--- src/rtl/brct_pkg.sv ---
// Shared types, constants and helpers of the broadcast ring channel table.
package brct_pkg;

  // Default sizing of the table.
  localparam int unsigned DefSlots        = 16;
  localparam int unsigned DefRingDepth    = 64;
  localparam int unsigned DefMaxReceivers = 16;

  // Width of a message sequence number and of a cursor.
  localparam int unsigned SeqW = 32;

  typedef enum logic [2:0] {
    CMD_CREATE    = 3'd0,
    CMD_SUBSCRIBE = 3'd1,
    CMD_DROP_TX   = 3'd2,
    CMD_DROP_RX   = 3'd3,
    CMD_SEND      = 3'd4,
    CMD_RECV      = 3'd5,
    CMD_QUERY     = 3'd6,
    CMD_RESET_ALL = 3'd7
  } cmd_e;

  typedef enum logic [3:0] {
    ST_OK       = 4'd0,
    ST_INVAL    = 4'd1,
    ST_NOTFOUND = 4'd2,
    ST_STALE    = 4'd3,
    ST_DISC     = 4'd4,
    ST_STATE    = 4'd5,
    ST_EXH      = 4'd6,
    ST_BLOCK    = 4'd7,
    ST_LAG      = 4'd8
  } status_e;

  typedef enum logic [2:0] {
    S_IDLE,
    S_CHECK,
    S_SCAN,
    S_DIV,
    S_RAM,
    S_APPLY
  } state_e;

  // One command transaction.
  typedef struct packed {
    cmd_e        command;
    logic [3:0]  slot;
    logic [15:0] generation;
    logic [31:0] cursor;
    logic [15:0] capacity;
    logic [63:0] value;
  } item_t;

  // One result transaction.
  typedef struct packed {
    logic [3:0]  status;
    logic [3:0]  out_slot;
    logic [15:0] out_generation;
    logic [31:0] out_cursor;
    logic [63:0] rd_value;
    logic [4:0]  receivers;
    logic [31:0] total_sent;
  } result_t;

  // Commands from the controller to the datapath.
  typedef struct packed {
    logic latch;
    logic scan_start;
    logic scan_next;
    logic scan_append;
    logic div_start;
    logic div_step;
    logic ram_access;
    logic apply;
  } ctrl_cmd_t;

  // Status from the datapath to the controller.
  typedef struct packed {
    cmd_e command;
    logic cap_bad;
    logic go_ram;
    logic scan_hit;
    logic scan_last;
    logic div_done;
  } dp_status_t;

  // Generation step that never lands on zero.
  function automatic logic [15:0] gen_step(input logic [15:0] g);
    logic [15:0] n;
    n = g + 16'd1;
    if (n == 16'd0) begin
      n = 16'd1;
    end
    return n;
  endfunction

endpackage

--- src/rtl/brct_ctrl.sv ---
// Controller state machine that sequences each command through the datapath.
module brct_ctrl (
  input  logic                 clk_i,
  input  logic                 rst_ni,
  input  logic                 start_i,
  input  brct_pkg::dp_status_t stat_i,
  output brct_pkg::ctrl_cmd_t  ctrl_o,
  output logic                 busy_o
);

  import brct_pkg::*;

  state_e state_q, state_d;

  // State register.
  always_ff @(posedge clk_i or negedge rst_ni) begin
    if (!rst_ni) begin
      state_q <= S_IDLE;
    end else begin
      state_q <= state_d;
    end
  end

  // Next state and datapath commands.
  always_comb begin
    state_d = state_q;
    ctrl_o  = '0;
    unique case (state_q)
      S_IDLE: begin
        if (start_i) begin
          ctrl_o.latch = 1'b1;
          state_d      = S_CHECK;
        end
      end
      S_CHECK: begin
        unique case (stat_i.command)
          CMD_CREATE: begin
            if (stat_i.cap_bad) begin
              state_d = S_APPLY;
            end else begin
              ctrl_o.scan_start = 1'b1;
              state_d           = S_SCAN;
            end
          end
          CMD_SEND, CMD_RECV: begin
            if (stat_i.go_ram) begin
              ctrl_o.div_start = 1'b1;
              state_d          = S_DIV;
            end else begin
              state_d = S_APPLY;
            end
          end
          default: begin
            state_d = S_APPLY;
          end
        endcase
      end
      S_SCAN: begin
        if (stat_i.scan_hit) begin
          state_d = S_APPLY;
        end else if (stat_i.scan_last) begin
          ctrl_o.scan_append = 1'b1;
          state_d            = S_APPLY;
        end else begin
          ctrl_o.scan_next = 1'b1;
        end
      end
      S_DIV: begin
        if (stat_i.div_done) begin
          state_d = S_RAM;
        end else begin
          ctrl_o.div_step = 1'b1;
        end
      end
      S_RAM: begin
        ctrl_o.ram_access = 1'b1;
        state_d           = S_APPLY;
      end
      S_APPLY: begin
        ctrl_o.apply = 1'b1;
        state_d      = S_IDLE;
      end
      default: begin
        state_d = S_IDLE;
      end
    endcase
  end

  assign busy_o = (state_q != S_IDLE);

endmodule

--- config.mk ---
export PLATFORM = sky130hd
export DESIGN_NAME = brct_ctrl
export DESIGN_NICKNAME = d
export VERILOG_FILES = /design/src/rtl/brct_pkg.sv /design/src/rtl/brct_ctrl.sv
export SDC_FILE = /design/constraint.sdc
export NUM_CORES = 1
export LEC_CHECK = 0
export BUFFER_PORTS_ARGS = -buffer_cell sky130_fd_sc_hd__buf_2
export CAP_MARGIN = 25
export CORE_AREA = 4 4 41 43
export CTS_CLUSTER_SIZE = 25
export DETAILED_ROUTE_END_ITERATION = 7
export DIE_AREA = 0 0 45 47
export GPL_ROUTABILITY_DRIVEN = 0
export PLACE_DENSITY = 0.56
export REMOVE_ABC_BUFFERS = 1
export SLEW_MARGIN = 20
export SYNTH_ARGS = -nofsm -noshare
export SYNTH_HDL_FRONTEND = slang
export SYNTH_SLANG_ARGS = --single-unit
export TNS_END_PERCENT = 20
--- constraint.sdc ---
create_clock -name clk_i -period 1.8 [get_ports clk_i]
set_clock_uncertainty 0.15 [all_clocks]
set_input_delay 0.09 -clock clk_i [delete_from_list [all_inputs] [get_ports clk_i]]
set_output_delay 0.09 -clock clk_i [all_outputs]
set_load 0.02 [all_outputs]
==> flow_summary.yaml <==
run_status:
  status: "finished, final reports clean"
setup_path:
  crit_start: "state_q[2]"
  rr_endpoint: "state_q[0]"
  r2r_cells: 3
  crit_required_ns: 1.56
  critPathKind: "flip-flop to primary output"
  reg2reg_from: "state_q[2]"
  worst_setup_path_start_kind: "flip-flop"
  cp-end-kind: "primary output"
  crit_end: "ctrl_o[4]"
  r2r_setup_slack_ns: 0.40
  critical_path.max_fanout: 9
  crit_arrival_ns: 1.40
power:
  p_total_uw: 557.2
  peakVddDrop_mv: 0.5828
  power_leakage_nw: 0.2065
  power_density_nw_per_um2: 1318
final_layout:
  top_register: "state_q"
  largest_reg_flops: 3
  num_antenna_cells: 0
  drive_above_1_share: 0.4561
  num-nets-final: 69
  top_regs: "state_q x3"
  syn2layout_area_growth_pct: 46.32
logic_synthesis:
  ys_top_cells_by_count: "dfrtp_1, inv_1, nor2_1, nor2b_1, nor4_1"
  synthFlopType: "dfrtp_1"
  yosysWarnings: 0
  async_flop_share: 1.000
  syn_area_per_cell_um2: 8.258
  synth.cell_area_um2: 289.0
  netlist.area_leader.share: 0.2597
  syn_inst: 35
  ys_ff_latch: 3
  ys_top_cells_by_area: "dfrtp_1, buf_6, nor2b_1"
  synth-seq-area-share: 0.2597
  synth_area_leader_cell: "dfrtp_1"
  synth_edf_count: 0
  synthDistinctLibCells: 22
timing:
  final-hold-violation-count: 0
  final.period_utilization: 0.9131
  setup-tns-final_ns: 0
  fmax_ghz: 0.6085
  slew_viol_final: 0
  rsz0062_at_grt: "false"
  setup_viol: 0
  period_minus_slack_ns: 1.644
  slew_headroom: 0.7930
  worstMarginPinSlew_ns: 0.3081
cts:
  path_clk_slew_ns: 0.04
  cts_tree: "done"
  htree_levels: 1
  cts_made_buffers: 3
  root_buffer: "clkbuf_4"
  clock_latency_ns: 0.24
  clock_path_buffers: 2
  post_cts_buffers: 0
  cts_sinks: 3
place:
  portBuffers: 19
route:
  wirelength_um: 737
  firstDrtPassIters: 3
  final_antenna_net_count: 0
  vias_per_cell: 4.639
  drt_iter0_markers: 10
  drc: 0
  via_count: 334
  wl_per_cell_um: 10.24
worst_hold_path:
  hold_path_class: "input port to async pin"
global_routing:
  grt_pass1_vias: 264
  grt_max_degree: 10
  antenna_found_initial: 0
  grt_pass1_wl_um: 1097
  grt-ovfl-total: 0
  grtUsageTotal: 0.07924
floorplan:
  initial_core_util: 0.2221
  dieArea_um2: 2115
  ios: 20
  die_y_um: 47
  die_x_um: 45
  rows: 13
  core_area_um2: 1301
job:
  drv_cap: 0
routing by layer:
| metal | global-route usage | vias to the layer above | routed length, um |
|---|---|---|---|
| met4 | 0.03509 | 0 | 4 |
| met3 | 0.06897 | 2 | 120 |
| met1 | 0.1009 | 141 | 351 |
| li1 | - | 172 | - |
| met5 | 0 | - | 0 |
| met2 | 0.09040 | 19 | 262 |
power breakdown:
| group | internal [mW] | leakage, nW | switching [mW] |
|---|---|---|---|
| logic | 0.128 | 0.155 | 0.154 |
| clock network | 0.0833 | 0.0150 | 0.0381 |
| registers | 0.0952 | 0.0369 | 0.0590 |
| total | 0.306 | 0.207 | 0.251 |
cells by family after synthesis:
family | Yosys count | share of synthesized area
fa+ha+maj | 1 | 0.03896
flops | 3 | 0.2597
simple gates | 18 | 0.3723
compound gates | 8 | 0.2121
buf+inv | 5 | 0.1169
worst min path at each step:
stage                     slack, ns  depth (start not counted)         end   start
final                          0.03                          2  state_q[2]  rst_ni
after global routing           0.04                          2  state_q[0]  rst_ni
after CTS                      0.02                          2  state_q[0]  rst_ni
after detailed placement      -0.26                          1  state_q[1]  rst_ni
after global placement        -0.26                          1  state_q[1]  rst_ni
after floorplan               -0.36                          0  state_q[0]  rst_ni
final cells by class:
type	count	area, um^2
Clock buffer	4	26.28
Fill cell	154	878.3
Multi-Input combinational cell	27	186.4
Timing Repair Buffer	20	105.1
Sequential cell	3	75.07
Inverter	3	11.26
Tap cell	15	18.77
worst max-delay path: stages (launching register included):
cell	delay (ns)
dfrtp_1	0.46
nand2b_1	0.25
nor4b_2	0.26
buf_2	0.20
metrics by stage:
stage	hold slack [ns]	area [um^2]	setup WS, ns	utilization	std cells
after CTS	0.02486	416.7	0.09551	0.3202	72
after detailed placement	-0.2610	380.4	0.3645	0.2923	67
after global placement	-0.2617	380.4	0.4118	0.2923	67
after global routing	0.04124	422.9	0.01331	0.3250	72
after floorplan	-0.3556	266.5	0.1398	-	33
final	0.02512	422.9	0.1565	0.3250	72
repair_timing:
| item | CTS | global route |
|---|---|---|
| endpoints found under the hold margin | 3 | 0 |
| endpoints found under the setup margin | 0 | 1 |
| resized for setup | 0 | 1 |
| hold buffers | 1 | 0 |
cell usage in the layout, fill, tap and decap left out:
master | synthesis | layout
buf_2 | 0 | 19
inv_1 | 3 | 3
nor2_1 | 3 | 3
nor2b_1 | 3 | 3
nor4_1 | 3 | 3
clkbuf_4 | 0 | 3
dfrtp_1 | 3 | 3
nand2b_1 | 2 | 2
nor3_1 | 2 | 2
or3_1 | 1 | 1
nor4b_2 | 0 | 1
or2_1 | 1 | 1
or3_4 | 1 | 1
nand2_1 | 1 | 1
o21ai_1 | 1 | 1
a211o_1 | 1 | 1
a21oi_2 | 1 | 1
maj3_2 | 1 | 1
a311oi_1 | 1 | 1
a21o_1 | 1 | 1
a21oi_1 | 1 | 1
o32a_1 | 1 | 1
o31ai_1 | 1 | 1
clkbuf_1 | 0 | 1
dlygate4sd3_1 | 0 | 1
Power figures use the tool's default switching activity.
